## src/rtl/wto_pkg.sv

```systemverilog
`default_nettype none
package wto_pkg;

	// fixed field widths
	localparam int TIME_BITS   = 32;
	localparam int INDEX_BITS  = 10;
	localparam int SAMPLE_BITS = 16;
	localparam int FRAC_BITS   = 16;
	localparam int OPC_BITS    = 2;

	// input opcodes
	localparam logic [OPC_BITS-1:0] OPC_WRITE   = 2'd0;
	localparam logic [OPC_BITS-1:0] OPC_TRIGGER = 2'd1;
	localparam logic [OPC_BITS-1:0] OPC_EVAL    = 2'd2;
	localparam logic [OPC_BITS-1:0] OPC_UNUSED  = 2'd3;

	// kind of work handed to the back end
	typedef enum logic {
		KIND_WRITE,
		KIND_EVAL
	} kind_t;

	// queued item: arg holds the elapsed time for an evaluation
	typedef struct packed {
		kind_t                   kind;
		logic [TIME_BITS-1:0]    arg;
		logic [INDEX_BITS-1:0]   index;
		logic [SAMPLE_BITS-1:0]  value;
	} qitem_t;

	// back end sequencer states
	typedef enum logic [2:0] {
		BK_IDLE,
		BK_POS,
		BK_RDA,
		BK_RDB,
		BK_MIX
	} back_state_t;

endpackage
`default_nettype wire

```

## src/rtl/wto_queue.sv

```systemverilog
`default_nettype none
module wto_queue (
	input  wire              clk,
	input  wire              arst_n,
	input  wire              push,
	output logic             push_ready,
	input  wto_pkg::qitem_t  push_item,
	output logic             pop_valid,
	input  wire              pop,
	output wto_pkg::qitem_t  pop_item
);
	import wto_pkg::*;

	qitem_t     entries_q [2];
	logic       wr_ptr_q;
	logic       rd_ptr_q;
	logic [1:0] count_q;

	assign push_ready = (count_q != 2'd2);
	assign pop_valid  = (count_q != 2'd0);
	assign pop_item   = entries_q[rd_ptr_q];

	// storage, no reset needed
	always_ff @(posedge clk) begin
		if (push && push_ready) begin
			entries_q[wr_ptr_q] <= push_item;
		end
	end

	// pointers and fill count
	always_ff @(posedge clk or negedge arst_n) begin
		if (!arst_n) begin
			wr_ptr_q <= 1'b0;
			rd_ptr_q <= 1'b0;
			count_q  <= 2'd0;
		end else begin
			if (push && push_ready) begin
				wr_ptr_q <= ~wr_ptr_q;
			end
			if (pop && pop_valid) begin
				rd_ptr_q <= ~rd_ptr_q;
			end
			case ({push && push_ready, pop && pop_valid})
				2'b10:   count_q <= count_q + 2'd1;
				2'b01:   count_q <= count_q - 2'd1;
				default: count_q <= count_q;
			endcase
		end
	end

endmodule
`default_nettype wire

```

## config.mk

```make
export PLATFORM = sky130hd
export DESIGN_NAME = wto_queue
export DESIGN_NICKNAME = d
export VERILOG_FILES = /design/src/rtl/wto_pkg.sv /design/src/rtl/wto_queue.sv
export SDC_FILE = /design/constraint.sdc
export NUM_CORES = 1
export LEC_CHECK = 0
export BUFFER_PORTS_ARGS = -buffer_cell sky130_fd_sc_hd__buf_4
export CORE_ASPECT_RATIO = 0.6
export CORE_MARGIN = 1.5
export CORE_UTILIZATION = 40
export DETAILED_ROUTE_END_ITERATION = 12
export PLACE_DENSITY_LB_ADDON = 0.2
export SKIP_LAST_GASP = 1
export SLEW_MARGIN = 20
export SYNTH_ARGS = -nofsm -noshare
export SYNTH_HDL_FRONTEND = slang
export SYNTH_SLANG_ARGS = --single-unit
```

## constraint.sdc

```tcl
create_clock -name clk -period 7.55 [get_ports clk]
set_input_delay 0 -clock clk [delete_from_list [all_inputs] [get_ports clk]]
set_output_delay 0 -clock clk [all_outputs]
set_load 0.02 [all_outputs]
```

==> results.json, run 1 <==
{
  "status": "finished, final reports clean",
  "grt_max_degree": 60,
  "drive_gt1_share_pct": 52.66,
  "syn_area_um2": 4700,
  "hp-class": "in2reg",
  "portBuffers": 123,
  "cts_buffers": 17,
  "grt_use_total_pct": 14.96,
  "rrSetupSlack_ns": 5.68,
  "required_ns": 7.55,
  "dieArea_um2": 12430,
  "start_util_pct": 41.32,
  "synth.most_common_cell": "edfxtp_1",
  "r2r_end": "entries_q[0][10]$_DFFE_PP_",
  "min-delay-start": "push_item[14]",
  "crit_cells": 3,
  "synth_fp_nets": 265,
  "slowest_delay_ns": 0.72,
  "cp_top_family": "buffers and inverters",
  "vias_per_cell": 4.373,
  "die_w_um": 142.9,
  "cts_tree": "yes",
  "grt_overflow_total": 0,
  "core_um2": 11370,
  "cp_num_buf_inv": 2,
  "fin_skew_ns": 0.009717,
  "drtIter0Drc": 110,
  "ff2ff_path_depth": 4,
  "critPathKind": "reg2out",
  "synthDistinctLibCells": 14,
  "powerDensity_nw_per_um2": 404.2,
  "ir_worst_vdd_v": 0.0001852,
  "clockRootBuffer": "clkbuf_16",
  "yosysTopAreaCellShare_pct": 75.40,
  "cp-startpoint": "rd_ptr_q$_DFFE_PN0P_",
  "grt_pass1_vias": 2591,
  "final.min_clock_period_ns": 2.367,
  "critPathMaxFanout": 36,
  "cts_resized": 0,
  "grt_pass1_wl_um": 13120,
  "p_leak_nw": 2.857,
  "ys_ff_latch": 122,
  "insertion_delay_ns": 0.41,
  "rsz0062_at_grt": "false",
  "seq_area_frac_synth_pct": 77.53,
  "synth_edf_count": 118,
  "tns_ns": 0,
  "async_flop_share_pct": 3.279,
  "rows": 30,
  "arrival_ns": 2.37,
  "setup_viol": 0,
  "synth.area.top_cells": "edfxtp_1, mux2_4, dfrtp_1",
  "cts_max_path_buffers": 2,
  "drv_cap": 0,
  "max_slew_margin_pct": 44.96,
  "route.detailed.drc": 0,
  "synth_top_cells_by_count": "edfxtp_1, mux2_4, buf_6",
  "gp_congestion": 0.7178,
  "die_y_um": 86.96,
  "fillers": 837,
  "synthCells": 201,
  "setup.worst_path.start_class": "flip-flop",
  "synthToLayoutAreaGrowth_pct": 50.37,
  "synth_area_leader_cell": "edfxtp_1",
  "post_synth.cell_area_avg_um2": 23.38,
  "hold_viol": 0,
  "r2r-start": "count_q[0]$_DFFE_PN0P_",
  "ys_warn_count": 0,
  "finalNetCount": 466,
  "ys.flop_type": "edfxtp_1",
  "io_pins": 124,
  "crit_top_cell": "buf_4",
  "htreeDepth": 4,
  "power.total_mw": 2.856,
  "ant_nets": 0,
  "worst_path_max_delay_cell": "dfrtp_4",
  "wirelength_um": 8777,
  "fmax_mhz": 422.5,
  "wl_per_cell_um": 15.29,
  "timing.final.crit_share_pct": 31.35,
  "endpoint_kind": "primary output",
  "n_antenna_cell": 0,
  "cts.sinks": 122,
  "antenna_found_initial": 0,
  "first_pass_iters": 4,
  "worst_pin_slew_ns": 0.8255,
  "drv_slew": 0,
  "path_cells": "buf_4 > mux2_4 > buf_4",
  "worstSetupEndpoint": "pop_item[16]",
  "path_clk_slew_ns": 0.06,
  "vias": 2510
}
==> worst min-delay path by stage <==
stage | endpoint | slack, ns | cells after the start
detailed placement | count_q[1]$_DFFE_PN0P_ | -0.20 | 1
CTS | entries_q[1][33]$_DFFE_PP_ | 0.29 | 2
finish | entries_q[0][14]$_DFFE_PP_ | 0.31 | 2
floorplan | count_q[0]$_DFFE_PN0P_ | -0.30 | 0
global placement | rd_ptr_q$_DFFE_PN0P_ | -0.20 | 1
global route | entries_q[1][14]$_DFFE_PP_ | 0.30 | 2
==> worst register-to-register path: cells and delay by family, from the launching register on <==
kind	cells	cell delay, ns
buffers and inverters	1	0.61
and+or+nand+nor	3	0.42
DFF	1	0.40
==> layout by cell type, fill, tap and decap left out, drive strengths merged <==
master | Yosys | final
edfxtp | 118 | 118
nor2 | 2 | 2
dfrtp | 4 | 4
nand2b | 1 | 1
and3 | 1 | 1
clkinv | 0 | 5
nand2 | 1 | 1
clkinvlp | 0 | 1
ha | 1 | 1
clkbuf | 0 | 18
dlygate4sd3 | 0 | 63
and2 | 1 | 1
xnor2 | 3 | 3
xor2 | 2 | 2
or2 | 1 | 1
buf | 7 | 126
inv | 0 | 1
bufinv | 0 | 6
mux2 | 59 | 59
==> kinds of logic after synthesis <==
family | Yosys count | share of synthesized area (%)
flip-flops | 122 | 77.53
adder cells (fa/ha/maj) | 1 | 0.2662
multiplexers | 59 | 18.85
XOR/XNOR | 5 | 0.9320
buffers and inverters | 7 | 1.597
AND/OR/NAND/NOR | 7 | 0.8256
==> layer usage <==
metal  share of wire [%]  routed length (µm)  vias up  global-route usage, %
li1                    -                   -     1194                      -
met5                   0                   0        -                      0
met3                 7.1                 624       12                  6.982
met1                  47                4158     1208                  18.84
met2                  45                3923       96                  22.40
met4                0.81                  71        0                  6.186
==> sequential cells by signal (all words and copies together), names as in the netlist <==
| register | cells |
|---|---|
| wr_ptr_q | 1 |
| count_q | 2 |
| entries_q | 118 |
| rd_ptr_q | 1 |
==> power by group <==
part | leakage (nW) | internal [mW] | switching, mW
logic | 1.40 | 0.485 | 0.467
clock network | 0.318 | 0.615 | 0.280
registers | 1.14 | 0.932 | 0.0771
total | 2.86 | 2.03 | 0.824
==> area by class of cell <==
cell class / instances / area, µm² / area share [%]
Clock buffer: 18 / 429.2 / 6.073
Sequential cell: 122 / 3647 / 51.61
Clock inverter: 13 / 224.0 / 3.169
Tap cell: 160 / 200.2 / 2.833
Timing Repair Buffer: 189 / 1577 / 22.31
Multi-Input combinational cell: 72 / 989.7 / 14.00
==> through the flow <==
step	utilization, %	cells	instance area, µm²	setup WS [ns]	hold WS, ns
6_report	62.13	574	7067	5.183	0.3127
5_1_grt	62.13	574	7067	5.087	0.2980
4_1_cts	62.13	574	7067	5.149	0.2927
3_5_place_dp	50.85	480	5783	5.599	-0.2000
3_3_place_gp	50.85	480	5783	5.589	-0.1999
2_1_floorplan	-	201	4700	3.798	-0.2956
==> what timing repair did <==
action | 4_1_cts | 5_1_grt
setup buffers | 0 | 0
hold endpoints to repair | 124 | 0
hold buffers | 63 | 0
Note: power is estimated with default switching activity, not from simulation.
==> inputs of run 2 (changes only) <==
Settings changed: ABC_AREA set to 1.
Clock period 7.55 ns to 2.2 ns, I/O delays scaled along.
==> run 2 against run 1 <==
Effect of this change: sequential share of layout area is 1.7 points higher; sequential power rose to 3.3 times the previous value; critical endpoint is now pop_item[24]; worst setup slack worse by 4.7 ns; largest power group unchanged; non-clock buffer count is 2 higher; count of clock-buffer cells in the layout unchanged; synthesized area decreased by 2.4%; clock power grew to 3.0 times the previous value; cell count rose by 21%.
==> results.json, run 2 <==
{
  "status": "finished, final reports clean",
  "endpoint_kind": "primary output",
  "placed_cell_area_um2": 5625,
  "htreeDepth": 4,
  "path_clk_slew_ns": 0.05,
  "drive_gt1_share_pct": 30.11,
  "synth_edf_count": 118,
  "dpl.hpwl_um": 5901,
  "critPathMaxFanout": 25,
  "vias": 3074,
  "fin_skew_ns": 0.005508,
  "insertion_delay_ns": 0.40,
  "final.min_clock_period_ns": 1.744,
  "grt_max_degree": 61,
  "synth_fp_nets": 402,
  "wl_per_cell_um": 14.36,
  "start_util_pct": 40.87,
  "largest_register": "entries_q",
  "synthDistinctLibCells": 18,
  "highest_layer": "met4",
  "rows": 30,
  "gp_congestion": 0.7508,
  "tns_ns": 0,
  "yosysTopAreaCellShare_pct": 77.25,
  "async_flop_share_pct": 3.279,
  "finalNetCount": 599,
  "post_synth.cell_area_avg_um2": 13.57,
  "portBuffers": 123,
  "ys.flop_type": "edfxtp_1",
  "drv_slew": 0,
  "n_antenna_cell": 0,
  "post_cts_buffers": 0,
  "power.total_mw": 9.402,
  "io_pins": 124,
  "ys_ff_latch": 122,
  "die_w_um": 141.2,
  "dieArea_um2": 12140,
  "final_common_cell": "nand2_1",
  "synth_area_leader_cell": "edfxtp_1",
  "layout.cells.non_filler": 692,
  "p_leak_nw": 2.922,
  "core_um2": 11220,
  "syn_area_um2": 4587,
  "cts.sinks": 122,
  "synth.area.top_cells": "edfxtp_1, nand2_1, dfrtp_1",
  "cts_tree": "yes",
  "dp.cells": 597,
  "critPathKind": "reg2out",
  "setup.worst_path.start_class": "flip-flop",
  "met1_length_um": 4783,
  "grt_pass1_wl_um": 15150,
  "hold_viol": 0,
  "met3WireLength_um": 539,
  "grt_pass1_vias": 3037,
  "fillers": 853,
  "vias_per_cell": 4.442,
  "dp_slack_ns": 0.7547,
  "fmax_mhz": 573.3,
  "first_pass_iters": 4,
  "reg_top3": "entries_q: 118 flops, count_q: 2 flops",
  "synthCells": 338,
  "drv_cap": 0,
  "worst_pin_slew_ns": 0.4317,
  "wirelength_um": 9938,
  "largest_reg_flops": 118,
  "timing.final.crit_share_pct": 79.28,
  "synth_top_cells_by_count": "nand2_1, edfxtp_1, buf_6",
  "hp-class": "in2reg",
  "synth.most_common_cell": "nand2_1",
  "cts_buffers": 17,
  "grt_overflow_total": 0,
  "ir_worst_vdd_v": 0.0006816,
  "post-route-util_pct": 60.95,
  "ant_nets": 0,
  "route.detailed.drc": 0,
  "arrival_ns": 1.74,
  "ys_warn_count": 0,
  "final_cell_area_um2": 6840,
  "fin_ws_ns": 0.4558,
  "drtIter0Drc": 136,
  "wl_met2_um": 4560,
  "cts_resized": 0,
  "hold_buffers": 63,
  "synthToLayoutAreaGrowth_pct": 49.13,
  "setup_viol": 0,
  "layout_common_cells": "nand2_1, buf_4, edfxtp_1",
  "seq_area_frac_synth_pct": 79.43,
  "rsz0062_at_grt": "false",
  "required_ns": 2.20,
  "die_y_um": 85.95,
  "hold-worst-slack_ns": 0.3299,
  "cts_max_path_buffers": 2,
  "grt_use_total_pct": 17.10,
  "antenna_found_initial": 0,
  "clockRootBuffer": "clkbuf_16",
  "powerDensity_nw_per_um2": 1374,
  "max_slew_margin_pct": 71.22
}
[run 2: metal layers]
layer,track usage (%),vias up
li1,-,1536
met1,23.07,1440
met2,26.60,92
met3,5.807,6
met4,4.830,0
met5,0,-
[run 2: where the power goes]
part           internal [mW]  switching, mW
combinational           1.22           2.11
clock                   1.76          0.942
sequential              3.18          0.190
[run 2: path summary, 6_finish.rpt]
check | from | endpoint | slack (ns) | cells after the start
worst max-delay path | rd_ptr_q$_DFFE_PN0P_ | pop_item[24] | 0.46 | 4
worst min-delay path | push_item[5] | entries_q[0][5]$_DFFE_PP_ | 0.33 | 2
worst max register to register | count_q[0]$_DFFE_PN0P_ | entries_q[1][55]$_DFFE_PP_ | 0.75 | 5
worst min register to register | count_q[0]$_DFFE_PN0P_ | count_q[0]$_DFFE_PN0P_ | 0.52 | 1
max in group asynchronous | arst_n | rd_ptr_q$_DFFE_PN0P_ | 1.50 | 3
min in group asynchronous | arst_n | wr_ptr_q$_DFFE_PN0P_ | 0.51 | 3
[run 2: logic make-up after synthesis]
family | Yosys count | synth area share, %
compound gates | 1 | 0.1090
xor+xnor | 1 | 0.1910
fa+ha+maj | 1 | 0.2727
simple gates | 193 | 16.56
buf+inv | 20 | 3.437
flops | 122 | 79.43
[run 2: layout make-up]
class                   count  area (µm²)  share of cell area [%]
flip-flops and latches    122        3645                   53.28
repair buffers            191        1604                   23.45
multi-input cells         196       793.3                   11.60
clock buffers              18       429.2                   6.274
well taps                 144       180.2                   2.634
clock inverters            14       155.1                   2.268
inverters                   7       33.78                  0.4939
[run 2: critical path, stage by stage (launching register included)]
cell     delay (ns)
dfrtp_2        0.61
buf_4          0.37
nand2_1        0.11
nand2_1        0.11
buf_4          0.14
==> inputs of run 3 (changes only) <==
Clock period 2.2 ns to 1.6 ns, I/O delays scaled along.
==> run 3 against run 2 <==
Effect of this change: global-route usage shrank 0.19 points; register-to-register slack lost 0.55 ns; non-clock buffer count grew 2; largest power group is now combinational logic; sequential power grew 36%; routed wire length shrank 4.1%; die area is the same.
==> results.json, run 3 (synthesized netlist as in run 2, its figures left out) <==
{
  "multiInputGateArea_um2": 793.3,
  "post-route-util_pct": 61.44,
  "grt_pass1_vias": 3042,
  "hold-worst-slack_ns": 0.3229,
  "cts_max_path_buffers": 2,
  "critPathMaxFanout": 27,
  "required_ns": 1.60,
  "n_antenna_cell": 0,
  "largest_register": "entries_q",
  "clockRootBuffer": "clkbuf_16",
  "cts_buffers": 17,
  "core_um2": 11220,
  "placed_cell_area_um2": 5678,
  "grt_pass1_wl_um": 14970,
  "io_pins": 124,
  "dieArea_um2": 12140,
  "hp-class": "in2reg",
  "max_slew_margin_pct": 80.94,
  "cts_tree": "yes",
  "drv_cap": 0,
  "gp_congestion": 0.7123,
  "arrival_ns": 1.52,
  "ant_nets": 0,
  "tns_ns": 0,
  "timing.final.crit_share_pct": 95.20,
  "antenna_found_initial": 0,
  "dpl.hpwl_um": 5685,
  "first_pass_iters": 4,
  "insertion_delay_ns": 0.40,
  "rrSetupSlack_ns": 0.20,
  "fin_skew_ns": 0.005427,
  "die_w_um": 141.2,
  "grt_overflow_total": 0,
  "layout_common_cells": "nand2_1, buf_4, edfxtp_1",
  "wirelength_um": 9534,
  "htreeDepth": 4,
  "worst_pin_slew_ns": 0.2859,
  "register_area_um2": 3645,
  "dp.cells": 599,
  "p_leak_nw": 2.948,
  "drtIter0Drc": 128,
  "synthToLayoutAreaGrowth_pct": 50.33,
  "setup.worst_path.start_class": "flip-flop",
  "grt_use_total_pct": 16.90,
  "route.detailed.drc": 0,
  "largest_reg_flops": 118,
  "cts.sinks": 122,
  "vias_per_cell": 4.396,
  "hold_viol": 0,
  "layout.cells.non_filler": 694,
  "reg_top3": "entries_q: 118 flops, count_q: 2 flops",
  "portBuffers": 123,
  "rows": 30,
  "post_cts_buffers": 0,
  "critPathKind": "reg2out",
  "drv_slew": 0,
  "die_y_um": 85.95,
  "endpoint_kind": "primary output",
  "drive_gt1_share_pct": 30.36,
  "final_cell_area_um2": 6895,
  "ir_worst_vdd_v": 0.001145,
  "final_common_cell": "nand2_1",
  "fmax_mhz": 656.5,
  "wl_per_cell_um": 13.74,
  "start_util_pct": 40.87,
  "finalNetCount": 601,
  "setup_viol": 0,
  "grt_max_degree": 61,
  "path_clk_slew_ns": 0.05,
  "powerDensity_nw_per_um2": 1887,
  "rsz0062_at_grt": "true",
  "status": "finished, final reports clean",
  "fillers": 878,
  "final.min_clock_period_ns": 1.523,
  "vias": 3051
}
==> run 3: critical path, stage by stage, from the launching register on <==
cell and delay, ns:
dfrtp_2 0.45, buf_4 0.32, nand2_1 0.08, nand2_1 0.12, buf_4 0.15
==> run 3: through the flow <==
stage | setup slack, ns | power, mW
global route | -0.03054 | 13.77
floorplan | -0.3185 | 7.436
finish | 0.07672 | 13.01
global placement | 0.2485 | 9.254
CTS | 0.04674 | 13.16
detailed placement | 0.2001 | 9.296
==> run 3: final cells by class <==
class                      count  share of cell area, %
clock inverter                15                  2.268
inverter                       7                 0.5625
multi-input combinational    196                  11.50
tap                          144                  2.613
clock buffer                  17                  6.169
sequential                   122                  52.86
timing repair buffer         193                  24.02
==> run 3: power breakdown <==
| group | switching, mW | internal, mW |
|---|---|---|
| clock | 1.29 | 2.41 |
| sequential | 0.205 | 4.36 |
| combinational | 2.97 | 1.77 |
==> run 3: path summary, 6_finish.rpt <==
check | startpoint | endpoint | depth (start not counted)
worst max-delay path | rd_ptr_q$_DFFE_PN0P_ | pop_item[58] | 4
worst min register to register | count_q[0]$_DFFE_PN0P_ | count_q[0]$_DFFE_PN0P_ | 1
worst min-delay path | push_item[2] | entries_q[1][2]$_DFFE_PP_ | 2
max in group asynchronous | arst_n | rd_ptr_q$_DFFE_PN0P_ | 3
min in group asynchronous | arst_n | wr_ptr_q$_DFFE_PN0P_ | 3
worst max register to register | count_q[0]$_DFFE_PN0P_ | count_q[1]$_DFFE_PN0P_ | 9
==> run 3: timing repair <==
action / 4_1_cts / 5_1_grt
gates resized for setup: 0 / 1
endpoints found under the setup margin: 0 / 20
endpoints found under the hold margin: 124 / 0
hold buffers: 63 / 0
==> run 3: metal layers <==
metal	vias up	share of wire [%]	global-route usage, %
met5	-	0	0
met4	0	0.88	6.534
met3	10	6.0	6.030
met2	91	45	25.67
met1	1413	48	22.47
li1	1537	-	-
