===== src/rtl/wto_pkg.sv =====
`default_nettype none
package wto_pkg;

	// fixed field widths
	localparam int TIME_BITS   = 32;
	localparam int INDEX_BITS  = 10;
	localparam int SAMPLE_BITS = 16;
	localparam int FRAC_BITS   = 16;
	localparam int OPC_BITS    = 2;

	// input opcodes
	localparam logic [OPC_BITS-1:0] OPC_WRITE   = 2'd0;
	localparam logic [OPC_BITS-1:0] OPC_TRIGGER = 2'd1;
	localparam logic [OPC_BITS-1:0] OPC_EVAL    = 2'd2;
	localparam logic [OPC_BITS-1:0] OPC_UNUSED  = 2'd3;

	// kind of work handed to the back end
	typedef enum logic {
		KIND_WRITE,
		KIND_EVAL
	} kind_t;

	// queued item: arg holds the elapsed time for an evaluation
	typedef struct packed {
		kind_t                   kind;
		logic [TIME_BITS-1:0]    arg;
		logic [INDEX_BITS-1:0]   index;
		logic [SAMPLE_BITS-1:0]  value;
	} qitem_t;

	// back end sequencer states
	typedef enum logic [2:0] {
		BK_IDLE,
		BK_POS,
		BK_RDA,
		BK_RDB,
		BK_MIX
	} back_state_t;

endpackage
`default_nettype wire


===== src/rtl/wto_front.sv =====
`default_nettype none
module wto_front (
	input  wire                                 clk,
	input  wire                                 arst_n,
	input  wire                                 in_valid,
	output logic                                in_ready,
	input  wire  [wto_pkg::OPC_BITS-1:0]        opcode,
	input  wire  [wto_pkg::TIME_BITS-1:0]       time_value,
	input  wire  [wto_pkg::INDEX_BITS-1:0]      entry_index,
	input  wire  signed [wto_pkg::SAMPLE_BITS-1:0] entry_value,
	input  wire                                 q_ready,
	output logic                                q_push,
	output wto_pkg::qitem_t                     q_item
);
	import wto_pkg::*;

	logic [TIME_BITS-1:0] trigger_q;
	logic                 accept;

	// take an item whenever the queue has room
	assign in_ready = q_ready;
	assign accept   = in_valid && q_ready;

	// classify: triggers stay here, writes and evaluations go to the queue
	always_comb begin
		q_push      = 1'b0;
		q_item.kind = KIND_WRITE;
		q_item.arg  = time_value - trigger_q;
		q_item.index = entry_index;
		q_item.value = entry_value;
		case (opcode)
			OPC_WRITE: begin
				q_push = accept;
			end
			OPC_EVAL: begin
				q_push      = accept;
				q_item.kind = KIND_EVAL;
			end
			default: begin
				q_push = 1'b0;
			end
		endcase
	end

	// trigger time register
	always_ff @(posedge clk or negedge arst_n) begin
		if (!arst_n) begin
			trigger_q <= '0;
		end else if (accept && opcode == OPC_TRIGGER) begin
			trigger_q <= time_value;
		end
	end

endmodule
`default_nettype wire


===== config.mk =====
export PLATFORM = sky130hd
export DESIGN_NAME = wto_front
export DESIGN_NICKNAME = d
export VERILOG_FILES = /design/src/rtl/wto_pkg.sv /design/src/rtl/wto_front.sv
export SDC_FILE = /design/constraint.sdc
export NUM_CORES = 1
export LEC_CHECK = 0
export ABC_AREA = 1
export BUFFER_PORTS_ARGS = -buffer_cell sky130_fd_sc_hd__buf_2
export CAP_MARGIN = 20
export CELL_PAD_IN_SITES_DETAIL_PLACEMENT = 1
export CELL_PAD_IN_SITES_GLOBAL_PLACEMENT = 2
export CORE_ASPECT_RATIO = 2
export CORE_MARGIN = 1
export CORE_UTILIZATION = 23
export CTS_CLUSTER_DIAMETER = 60
export DETAILED_ROUTE_END_ITERATION = 10
export GPL_TIMING_DRIVEN = 0
export HOLD_SLACK_MARGIN = 0.02
export PLACE_DENSITY_LB_ADDON = 0.2
export SLEW_MARGIN = 25
export SYNTH_ARGS = -nofsm -noshare
export SYNTH_HDL_FRONTEND = slang
export SYNTH_SLANG_ARGS = --single-unit

===== constraint.sdc =====
create_clock -name clk -period 3.1 [get_ports clk]
set_input_delay 0.93 -clock clk [delete_from_list [all_inputs] [get_ports clk]]
set_output_delay 0.93 -clock clk [all_outputs]
set_load 0.005 [all_outputs]

==> impl_results.md, run 1 <==
* Outcome: complete, but fails checks
* Failing checks: negative setup slack
* Antenna violations before repair at 0
* Number of global-route vias before repair at 4857
* Average footprint of a synthesized cell at 5.76 sq um
* Internal power consumption at 1850 uW
* Post-synthesis net count at 764
* Horiz. Die Dim at 93.5 um
* Source of the worst register-to-register timing path: trigger_q[31]$_DFFE_PN0P_
* R2r worst-path depth at 1
* Share of cells above drive strength 1 at 45.6%
* ANT nets after route at 0
* First-pass GRT wire length at 24000 um
* Worst hold margin at 0.525 ns
* CTS tree: done
* Final Wtd Congestion at 0.857
* Antenna diodes at 0
* Summed instance area of the synthesized netlist at 3850 sq um
* Final setup vio count at 25
* Power density over the cells at 545 nW/um^2
* H-tree level count at 2
* Switching pwr at 1460 uW
* Worst Setup End Kind: output port
* Part of the cycle the worst path needs at 106%
* Final setup margin at -0.191 ns
* Cells on Worst Hold Path at 2
* Layout net count at 895
* Part of the total power dissipated in sequential elements at 15.7%
* Number of flip-flops under the largest register name at 32
* Number of input and output port buffers inserted at 98
* Pre-CTS setup slack at -0.590 ns
* Total routed wirelength at 15100 um
* Worst slew pin tran at 0.843 ns
* Setup TNS at -2.63 ns
* Total Routing Usage GR at 18.5%
* Initial Util at 23.5%
* Commonest cells after routing, fill and taps aside: nand2_1 (146), inv_1 (135), buf_2 (92), nand2_2 (74), buf_4 (48)
* Overall die area at 17300 sq um
* Worst-case headroom to the max-slew limit at 43.8%
* Type of the setup path with the least slack: in -> out
* Avg Vias per Cell at 4.39
* Instance count of the mapped netlist at 668
* Fraction of the yosys area taken by sequential cells at 20.8%
* Remaining Overflow, GRT at 0
* DP HPWL at 12500 um
* Total number of placement rows at 66
* Switching fraction of total power at 44.2%
* Min-delay src: trigger_q[30]$_DFFE_PN0P_
* Initial DRC count at 48
* Worst Clk Skew at 0 ns
* Number of distinct library cells after synthesis at 25
* Area growth syn-to-layout at 57.7%
* Time the final worst path needs with I/O delays and setup at 3.29 ns
* Num Clock Sinks at 32
* Cell at the root of the clock tree: clkbuf_16
* Hold-fix buffers, CTS at 0
* Power share of the combinational group at 65.0%
* Residual DRC count at 0
* Most common cell after layout, fill and taps aside: nand2_1
* Number of iterations in the first detailed-routing pass at 4
* Critical path origin: time_value[0]
* Worst hold path class: reg -> reg
* Crit-path max FO at 3
* Leakage power of the design at 0.00339 uW
* Portion of total power attributed to the clock network at 19.2%
* Average routed wire per standard cell at 15.0 um
* Max-cap violations at 0
* Register with the most flip-flops: trigger_q
* IR Drop Worst-Case VDD at 267 uV
* Clock insertion delay at the later pin of the skew report at 0.28 ns
* WP data required at 2.17 ns
* Setup repair after global routing missed its margin: yes
* Number of endpoints with negative hold slack in the final report at 0
* Die height at 185 um
* Warnings from Yosys at 0
* CTS clk-pin slew, worst paths at 0.06 ns
* Fill count at 2104
* Number of max-slew violations in the final report at 0
* Floorplan Core Area at 16400 sq um
* Data arrival time of the worst path at 2.36 ns
* Synthesis-stage register bit count at 32
* Worst setup SP type: input port
* Clock buffer count from CTS at 5
* CTS Buffer Depth at 2
* Registers with the most flip-flops: trigger_q (32)
* Detailed-route via count at 4412
* Fmax achieved at 304 MHz
* Largest net degree at the start of global routing at 33
* Ports at 125
[cells in the mapped netlist]
cell	instances	area, sq um
or2_1	1	6.26
mux2_2	1	11.3
o21ai_0	2	10.0
nand3_1	25	125
xnor2_1	2	17.5
ha_1	31	388
nor3_1	2	10.0
nand3_2	2	20.0
nor2_1	71	267
clkbuf_1	6	22.5
fa_1	1	20.0
o21bai_2	1	11.3
o21bai_1	2	15.0
xor2_1	13	114
nand2_2	11	68.8
nand4_1	6	37.5
nor2_2	1	6.26
a21o_1	1	7.51
and2_2	1	7.51
buf_4	27	203
inv_1	150	563
dfrtp_1	32	801
nand2_4	1	11.3
nand2_1	228	856
a21oi_1	50	250
[layer usage]
layer / track usage, % / wire, um / vias to the layer above
met4: 6.22 / 391 / 0
met3: 1.44 / 362 / 18
met1: 15.5 / 4790 / 2071
met2: 41.8 / 9530 / 103
met5: 0 / 0 / -
li1: - / - / 2220
[cell type report]
class | count | area (sq um) | share of cell area (%)
Buffer | 33 | 225 | 3.71
Clock buffer | 7 | 153 | 2.51
Clock inverter | 1 | 30.0 | 0.495
Inverter | 150 | 566 | 9.32
Multi-Input combinational cell | 453 | 3290 | 54.2
Sequential cell | 32 | 801 | 13.2
Tap cell | 204 | 255 | 4.20
Timing Repair Buffer | 124 | 751 | 12.4
[kinds of logic after synthesis]
kind of cell    after synthesis  share of synthesized area [%]
simple gates                349                           36.8
compound gates               56                           7.64
buf+inv                     183                           20.5
mux                           1                          0.293
xor+xnor                     15                           3.41
fa+ha+maj                    32                           10.6
flops                        32                           20.8
[metrics by stage]
| stage | util, % | cell area [sq um] | total power, uW | cells |
|---|---|---|---|---|
| floorplan | - | 3860 | 1460 | 668 |
| global placement | 28.2 | 4610 | 2020 | 970 |
| CTS | 36.0 | 5890 | 3250 | 999 |
| global route | 37.1 | 6070 | 3580 | 1004 |
| detailed placement | 28.2 | 4610 | 2050 | 970 |
| finish | 37.1 | 6070 | 3310 | 1004 |
[power by group through the flow]
| stage | Combinational [uW] | Clock [uW] | Sequential, uW |
|---|---|---|---|
| 5_1_grt | 2370 | 672 | 530 |
| 3_3_place_gp | 1500 | 0 | 525 |
| 2_1_floorplan | 936 | 0 | 520 |
| 4_1_cts | 2080 | 655 | 522 |
| 3_5_place_dp | 1520 | 0 | 528 |
| 6_report | 2150 | 636 | 520 |
[critical path: stages]
cell and delay [ns]:
buf_6 0.07, inv_4 0.03, ha_4 0.15, fa_2 0.35
inv_2 0.08, nand3_2 0.09, nand3_4 0.12, nand2_4 0.08
a21oi_4 0.14, nor2_1 0.05, nand2_1 0.07, nand2_2 0.06
buf_2 0.13
[path summary, 6_finish.rpt]
kind | end | slack [ns]
min | trigger_q[30]$_DFFE_PN0P_ | 0.53
max in group asynchronous | trigger_q[26]$_DFFE_PN0P_ | 1.81
min in group asynchronous | trigger_q[20]$_DFFE_PN0P_ | 0.75
max | q_item[42] | -0.19
max reg2reg | trigger_q[31]$_DFFE_PN0P_ | 2.35
min reg2reg | trigger_q[30]$_DFFE_PN0P_ | 0.53
[repair_timing]
item | CTS | global route
cloned | 0 | 0
setup buffers | 21 | 7
setup endpoints to repair | 27 | 28
pin swaps | 79 | 25
gates resized for setup | 228 | 38
No activity file was read; power rests on OpenSTA's default activity.
==> inputs of run 2 (changes only) <==
--- a/config.mk
+++ b/config.mk
@@ -5,20 +5,19 @@
 export SDC_FILE = /design/constraint.sdc
 export NUM_CORES = 1
 export LEC_CHECK = 0
-export ABC_AREA = 1
 export BUFFER_PORTS_ARGS = -buffer_cell sky130_fd_sc_hd__buf_2
 export CAP_MARGIN = 20
 export CELL_PAD_IN_SITES_DETAIL_PLACEMENT = 1
 export CELL_PAD_IN_SITES_GLOBAL_PLACEMENT = 2
 export CORE_ASPECT_RATIO = 2
 export CORE_MARGIN = 1
-export CORE_UTILIZATION = 23
+export CORE_UTILIZATION = 25
 export CTS_CLUSTER_DIAMETER = 60
+export CTS_CLUSTER_SIZE = 14
 export DETAILED_ROUTE_END_ITERATION = 10
 export GPL_TIMING_DRIVEN = 0
 export HOLD_SLACK_MARGIN = 0.02
 export PLACE_DENSITY_LB_ADDON = 0.2
-export SLEW_MARGIN = 25
 export SYNTH_ARGS = -nofsm -noshare
 export SYNTH_HDL_FRONTEND = slang
 export SYNTH_SLANG_ARGS = --single-unit
==> run 2 against run 1 <==
  * The flow still finishes with violations (negative setup slack)
  * Critical path type unchanged
  * Sequential share of layout area up 3.5 points
  * Maximum frequency down 16%
  * Area after synthesis decreased by 16%
  * Via count is 28% lower
  * Synthesized cell count fell by 43%
  * Sequential power up 6.9%
  * Flip-flop and latch count is the same
  * Global-route usage decreased by 2.1 points
  * Power fell by 6.8%
  * Wire length shrank 30%
  * Final cell count is 35% lower
==> impl_results.md, run 2 <==
* Initial DRC count at 41 (-15%)
* Power density over the cells at 642 nW/um^2 (+18%)
* Data arrival time of the worst path at 2.97 ns (+0.61 ns)
* Pre-CTS setup slack at -1.01 ns (-0.423 ns)
* Number of endpoints with negative hold slack in the final report at 0 (unchanged)
* Most common cell after layout, fill and taps aside: buf_2
* Power share of the combinational group at 65.0% (about the same)
* Final setup margin at -0.802 ns (-0.611 ns)
* Commonest cells after routing, fill and taps aside: buf_2 (95), buf_4 (45), inv_1 (40), dfrtp_1 (32), mux2_2 (30)
* Leakage power of the design at 0.00231 uW (-32%)
* Crit-path leading delay family: compound AO/OA/AOI/OAI gates
* Summed instance area of the synthesized netlist at 3230 sq um (-16%)
* Average routed wire per standard cell at 16.0 um (+6.6%)
* Total design power at 3080 uW (-6.8%)
* Cell at the slowest stage of the critical path: a221o_1
* Number of max-slew violations in the final report at 0 (unchanged)
* Worst Clk Skew at 0 ns (unchanged)
* Number of distinct library cells after synthesis at 46 (+84%)
* Cell seen most often among critical-path stages: a21o_1
* Outcome: complete, but fails checks
* Final Instance Area at 4800 sq um (-21%)
* DP HPWL at 8470 um (-32%)
* Total number of placement rows at 58 (-12%)
* ANT nets after route at 0 (unchanged)
* Largest net degree at the start of global routing at 33 (unchanged)
* Portion of total power attributed to the clock network at 16.9% (-2.3 points)
* Crit-path max FO at 3 (unchanged)
* Clock insertion delay at the later pin of the skew report at 0.28 ns (about the same)
* Horiz. Die Dim at 82.4 um (-12%)
* Adder-cell area share of the yosys netlist at 12.6% (+2.0 points)
* Number of flip-flops under the largest register name at 32 (unchanged)
* Max-cap violations at 0 (unchanged)
* Synthesis-stage register bit count at 32 (unchanged)
* Ports at 125 (unchanged)
* Xor/xnor share of the synthesized area at 7.32% (+3.9 points)
* WP data required at 2.17 ns (about the same)
* Warnings from Yosys at 0 (unchanged)
* Cell Chain, Critical Path: buf_8, ha_4, a21o_1, a21o_1, a221o_1, a31o_4, a2111oi_4, o31ai_2, xor2_1, buf_2
* Overall die area at 13400 sq um (-22%)
* Largest stage delay, worst path at 0.38 ns (+0.03 ns)
* Proportion of synthesized area in mux cells at 10.5% (+10 points)
* Hold-fix buffers, CTS at 0 (unchanged)
* Residual DRC count at 0 (unchanged)
* Floorplan Core Area at 12600 sq um (-23%)
* Registers with the most flip-flops: trigger_q (32)
* IR Drop Worst-Case VDD at 301 uV (+12%)
* Placed insts at 627 (-35%)
* Post-Place Cell Area at 4210 sq um (-8.5%)
* Share of cells above drive strength 1 at 51.9% (+6.2 points)
* Part of the total power dissipated in sequential elements at 18.0% (+2.3 points)
* Fraction of registers with async set/reset at 100% (unchanged)
* Fraction of the yosys area taken by sequential cells at 24.8% (+4.0 points)
* Avg Vias per Cell at 4.86 (+11%)
* CTS tree: done
* Switching pwr at 1250 uW (-14%)
* Remaining Overflow, GRT at 0 (unchanged)
* Average footprint of a synthesized cell at 8.53 sq um (+48%)
* Number of input and output port buffers inserted at 98 (unchanged)
* Worst hold path class: reg -> reg
* Layout net count at 602 (-33%)
* Total Routing Usage GR at 16.3% (-2.1 points)
* Area growth syn-to-layout at 48.6%
* Final setup vio count at 28 (+12%)
* Synth Area in Simple Gates at 11.6% (-25 points)
* Worst setup SP type: input port
* H-tree level count at 2 (unchanged)
* Core occupancy in the finished layout at 38.3% (+1.1 points)
* Final cell count without fillers at 657 (-35%)
* Most common cell in the synthesized netlist: inv_1
* Detailed-route via count at 3195 (-28%)
* Fmax achieved at 256 MHz (-16%)
* Num Clock Sinks at 32 (unchanged)
* Antenna violations before repair at 0 (unchanged)
* Clock buffer count from CTS at 5 (unchanged)
* Antenna diodes at 0 (unchanged)
* Top cells by instance count after synthesis: inv_1 (41), dfrtp_1 (32), ha_1 (31), nand2_1 (31), mux2_2 (30)
* CTS clk-pin slew, worst paths at 0.05 ns (about the same)
* Internal power consumption at 1830 uW (-0.93%)
* Number of iterations in the first detailed-routing pass at 4 (unchanged)
* Worst slew pin tran at 0.850 ns (+0.00696 ns)
* Post-synthesis net count at 475 (-38%)
* Total routed wirelength at 10500 um (-30%)
* Time the final worst path needs with I/O delays and setup at 3.90 ns (+0.611 ns)
* Most used flip-flop cell after synthesis: dfrtp_1
* First-pass GRT wire length at 16300 um (-32%)
* Top cells by area in the synthesized netlist: dfrtp_1 (25%), ha_1 (12%), mux2_2 (10%), buf_4 (6.3%), inv_1 (4.8%)
* Part of the cycle the worst path needs at 126% (+20 points)
* Share of the synthesized area in the top cell type at 24.8% (+2.5 points)
* Die height at 163 um (-12%)
* Worst Setup End Kind: output port
* Instance count of the mapped netlist at 379 (-43%)
* Switching fraction of total power at 40.7% (-3.5 points)
* CTS Buffer Depth at 2 (unchanged)
* Biggest area consumer among synthesized cells: dfrtp_1
* Number of enable-type register cells in the synthesized netlist at 0 (unchanged)
* Setup repair after global routing missed its margin: yes
* Final Wtd Congestion at 0.786 (-8.3%)
* Cell at the root of the clock tree: clkbuf_16
* Failing checks: negative setup slack
* Critical path buffer and inverter count at 2 (-2)
* Initial Util at 25.7% (+2.2 points)
* Register with the most flip-flops: trigger_q
* Number of global-route vias before repair at 3454 (-29%)
* Dominant combinational cell family by area after synthesis: compound AO/OA/AOI/OAI gates
* Type of the setup path with the least slack: in -> out
* Worst-case headroom to the max-slew limit at 43.3% (-0.46 points)
* Complex-gate fraction of the synthesized area at 20.9% (+13 points)
==> run 2: cell types whose count changed after synthesis, moves of 8 or more <==
cell	change
xnor2_1	+14
nand2_1	-197
nand3_1	-24
nand2_2	-11
o21ai_0	+12
a21o_1	+14
o21ai_1	+8
a21oi_1	-26
nor2_1	-47
inv_1	-109
mux2_2	+29
==> run 2: layout make-up <==
type | instances | area, sq um
Timing Repair Buffer | 122 | 723
Tap cell | 150 | 188
Buffer | 36 | 254
Inverter | 41 | 166
Multi-Input combinational cell | 268 | 2520
Clock buffer | 8 | 146
Sequential cell | 32 | 801
Fill cell | 1494 | 7750
==> run 2: power by group through the flow <==
| stage | Sequential, uW | Clock [uW] | Combinational, uW |
|---|---|---|---|
| global placement | 556 | 0 | 1690 |
| detailed placement | 564 | 0 | 1720 |
| finish | 556 | 522 | 2000 |
| global route | 567 | 556 | 2210 |
| floorplan | 550 | 0 | 1160 |
| CTS | 556 | 549 | 1910 |
==> run 2: timing repair <==
item	in CTS	in global routing
endpoints found under the setup margin	27	28
cloned	0	0
pin swaps	20	26
setup buffers	15	9
resized for setup	38	23
==> run 2: kinds of logic (layout without fill, tap and decap cells) <==
kind of cell,count (synthesis),count (layout)
compound gates,97,97
simple gates,82,82
buf+inv,79,207
fa+ha+maj,32,32
flops,32,32
mux,30,30
xor+xnor,27,27
==> run 2: stage by stage <==
stage / hold slack, ns / TNS, ns
detailed placement: 0.494 / -17.59
global route: 0.511 / -16.21
CTS: 0.507 / -13.88
finish: 0.502 / -13.58
global placement: 0.487 / -17.41
floorplan: 0.479 / -3.40
==> run 2: per-layer routing <==
metal  share of wire, %  GRT usage [%]
met1                 31           13.3
met2                 64           35.4
met5                  0              0
met3                3.5           2.24
met4                1.7           5.90
==> run 2: path summary, 6_finish.rpt <==
| check | from | endpoint | slack (ns) | cells after the start |
|---|---|---|---|---|
| worst max-delay path | time_value[11] | q_item[54] | -0.80 | 10 |
| worst min-delay path | trigger_q[4]$_DFFE_PN0P_ | trigger_q[4]$_DFFE_PN0P_ | 0.50 | 1 |
| worst max register to register | trigger_q[11]$_DFFE_PN0P_ | trigger_q[11]$_DFFE_PN0P_ | 2.33 | 1 |
| worst min register to register | trigger_q[4]$_DFFE_PN0P_ | trigger_q[4]$_DFFE_PN0P_ | 0.50 | 1 |
| max in group asynchronous | arst_n | trigger_q[11]$_DFFE_PN0P_ | 1.81 | 1 |
| min in group asynchronous | arst_n | trigger_q[18]$_DFFE_PN0P_ | 0.76 | 1 |
==> inputs of run 3 (changes only) <==
--- a/config.mk
+++ b/config.mk
@@ -9,7 +9,7 @@
 export CAP_MARGIN = 20
 export CELL_PAD_IN_SITES_DETAIL_PLACEMENT = 1
 export CELL_PAD_IN_SITES_GLOBAL_PLACEMENT = 2
-export CORE_ASPECT_RATIO = 2
+export CORE_ASPECT_RATIO = 1.75
 export CORE_MARGIN = 1
 export CORE_UTILIZATION = 25
 export CTS_CLUSTER_DIAMETER = 60
==> run 3 against run 2 <==
  * The run still ends with negative setup slack left
  * Clock power shrank 6.9%
  * Clock-buffer cell count decreased by 2
  * Sequential power about the same
  * Power grew 1.4%
  * Maximum frequency shrank 0.90%
  * Global-route usage is 0.20 points lower
  * Core utilization rose by 1.2 points
  * Final cell count grew 3.3%
  * Flip-flop and latch count did not move
  * Setup slack got worse by 0.036 ns
  * Hold slack about the same
  * Critical endpoint unchanged
  * Wire length decreased by 0.21%
  * Critical path type unchanged
==> impl_results.md, run 3 (synthesis results as in run 2) <==
* Outcome: complete, but fails checks
* Failing checks: negative setup slack
* Met3 wire length at 426 um (+17%)
* Setup repair after global routing missed its margin: yes
* Register-to-register setup slack at 2.31 ns (-0.02 ns)
* Horiz. Die Dim at 88.0 um (+6.7%)
* Detailed route wirelength on metal2 at 6450 um (-3.8%)
* Power density over the cells at 631 nW/um^2 (-1.7%)
* IR Drop Worst-Case VDD at 283 uV (-5.8%)
* Time the final worst path needs with I/O delays and setup at 3.94 ns (+0.0355 ns)
* CTS tree: done
* Number of input and output port buffers inserted at 98 (unchanged)
* Total number of placement rows at 54 (-6.9%)
* Cells on Worst Hold Path at 1 (unchanged)
* Max-cap violations at 0 (unchanged)
* Final Wtd Congestion at 0.779 (-0.80%)
* Layout net count at 607 (+0.83%)
* Number of iterations in the first detailed-routing pass at 4 (unchanged)
* Avg Vias per Cell at 4.65 (-4.5%)
* Final setup margin at -0.837 ns (-0.0355 ns)
* Registers with the most flip-flops: trigger_q (32)
* Source of the worst register-to-register timing path: trigger_q[15]$_DFFE_PN0P_
* Share of cells above drive strength 1 at 53.8% (+1.9 points)
* Final Instance Area at 4950 sq um (+3.1%)
* Setup TNS at -12.92 ns (+0.660 ns)
* Top routing layer in use: met4
* Length of routed wiring on met1 at 3520 um (+7.8%)
* Part of the cycle the worst path needs at 127% (+1.1 points)
* Clock buffer count from CTS at 5 (unchanged)
* Post-Place Cell Area at 4240 sq um (+0.53%)
* First-pass GRT wire length at 16600 um (+1.8%)
* Initial DRC count at 28 (-32%)
* Part of the total power dissipated in sequential elements at 17.8% (-0.2 points)
* Type of the setup path with the least slack: in -> out
* CTS Buffer Depth at 2 (unchanged)
* Remaining Overflow, GRT at 0 (unchanged)
* Switching pwr at 1270 uW (+1.5%)
* Register with the most flip-flops: trigger_q
* WP data required at 2.17 ns (about the same)
* DP HPWL at 8260 um (-2.4%)
* Clock insertion delay at the later pin of the skew report at 0.28 ns (about the same)
* Critical path origin: time_value[11]
* Power share of the combinational group at 66.7% (+1.7 points)
* R2r worst-path depth at 1 (unchanged)
* ANT nets after route at 0 (unchanged)
* H-tree level count at 2 (unchanged)
* Internal power consumption at 1850 uW (+1.3%)
* Total routed wirelength at 10500 um (-0.21%)
* Cell at the root of the clock tree: clkbuf_16
* Final setup vio count at 27 (-3.6%)
* Total Routing Usage GR at 16.1% (-0.20 points)
* Largest net degree at the start of global routing at 33 (unchanged)
* Worst-case headroom to the max-slew limit at 43.6% (+0.33 points)
* Number of max-slew violations in the final report at 0 (unchanged)
* Leakage power of the design at 0.00235 uW (+1.5%)
* Worst setup SP type: input port
* CTS clk-pin slew, worst paths at 0.06 ns (about the same)
* Worst Setup End Kind: output port
* Worst Clk Skew at 0 ns (unchanged)
* Ports at 125 (unchanged)
* Number of global-route vias before repair at 3340 (-3.3%)
* Floorplan Core Area at 12600 sq um (+0.10%)
* Antenna diodes at 0 (unchanged)
* Worst hold path class: reg -> reg
* Portion of total power attributed to the clock network at 15.6% (-1.3 points)
* Fmax achieved at 254 MHz (-0.90%)
* Worst slew pin tran at 0.845 ns (-0.00496 ns)
* Number of flip-flops under the largest register name at 32 (unchanged)
* Destination of the worst register-to-register timing path: trigger_q[15]$_DFFE_PN0P_
* Overall die area at 13400 sq um (about the same)
* Data arrival time of the worst path at 3.01 ns (+0.04 ns)
* Average routed wire per standard cell at 15.4 um (-3.4%)
* Crit-path max FO at 4 (+1)
* Number of endpoints with negative hold slack in the final report at 0 (unchanged)
* Commonest cells after routing, fill and taps aside: buf_2 (92), buf_4 (45), inv_1 (40), dfrtp_1 (32), mux2_2 (30)
* Fill count at 1510 (+1.1%)
* Initial Util at 25.7% (about the same)
* Die height at 152 um (-6.4%)
* Hold-fix buffers, CTS at 0 (unchanged)
* Area growth syn-to-layout at 53.3%
* Crit path to: q_item[54]
* Most common cell after layout, fill and taps aside: buf_2
* Detailed-route via count at 3154 (-1.3%)
* Residual DRC count at 0 (unchanged)
* Pre-CTS setup slack at -0.989 ns (+0.0236 ns)
* Antenna violations before repair at 0 (unchanged)
* Switching fraction of total power at 40.7% (+0.059 points)
* Num Clock Sinks at 32 (unchanged)
## run 3: how the worst min path moves through the flow
stage / from / end / slack [ns]
2_1_floorplan: trigger_q[11]$_DFFE_PN0P_ / trigger_q[11]$_DFFE_PN0P_ / 0.48
3_3_place_gp: trigger_q[30]$_DFFE_PN0P_ / trigger_q[30]$_DFFE_PN0P_ / 0.49
3_5_place_dp: trigger_q[14]$_DFFE_PN0P_ / trigger_q[14]$_DFFE_PN0P_ / 0.49
4_1_cts: trigger_q[7]$_DFFE_PN0P_ / trigger_q[7]$_DFFE_PN0P_ / 0.51
5_1_grt: trigger_q[8]$_DFFE_PN0P_ / trigger_q[8]$_DFFE_PN0P_ / 0.51
6_report: trigger_q[14]$_DFFE_PN0P_ / trigger_q[14]$_DFFE_PN0P_ / 0.50
## run 3: critical path: stages
cell	delay, ns
buf_8	0.10
ha_4	0.22
a21o_1	0.18
a21o_1	0.15
a221o_1	0.37
a31o_4	0.26
a2111oi_4	0.39
o31ai_2	0.12
xor2_1	0.16
buf_2	0.13
## run 3: per-layer routing
metal,vias up,GRT usage [%]
li1,1552,-
met1,1517,14.8
met2,79,34.4
met3,6,2.33
met4,0,3.51
met5,-,0
## run 3: power groups by stage
stage	clock (uW)	sequential [uW]	combinational, uW
global placement	0	556	1680
global route	523	567	2280
CTS	516	555	2010
floorplan	0	550	1160
finish	486	555	2080
detailed placement	0	563	1710
## run 3: timing repair
action | 4_1_cts | 5_1_grt
setup buffers | 21 | 11
endpoints found under the setup margin | 27 | 28
resized for setup | 66 | 21
pin swaps | 31 | 15
## run 3: through the flow
stage | power (uW) | hold WS [ns] | cells | utilization [%]
after CTS | 3080 | 0.507 | 671 | 38.3
after global placement | 2240 | 0.487 | 645 | 33.7
final | 3120 | 0.503 | 679 | 39.4
after global routing | 3370 | 0.511 | 679 | 39.4
after detailed placement | 2270 | 0.493 | 645 | 33.7
after floorplan | 1710 | 0.479 | 379 | -
## run 3: area by class of cell
| class | count | area, sq um | area share, % |
|---|---|---|---|
| plain buffers | 36 | 255 | 5.15 |
| clock buffers | 6 | 129 | 2.60 |
| multi-input cells | 268 | 2590 | 52.3 |
| repair buffers | 127 | 798 | 16.1 |
| inverters | 41 | 166 | 3.36 |
| flip-flops and latches | 32 | 801 | 16.2 |
| well taps | 168 | 210 | 4.24 |
| clock inverters | 1 | 5.00 | 0.101 |
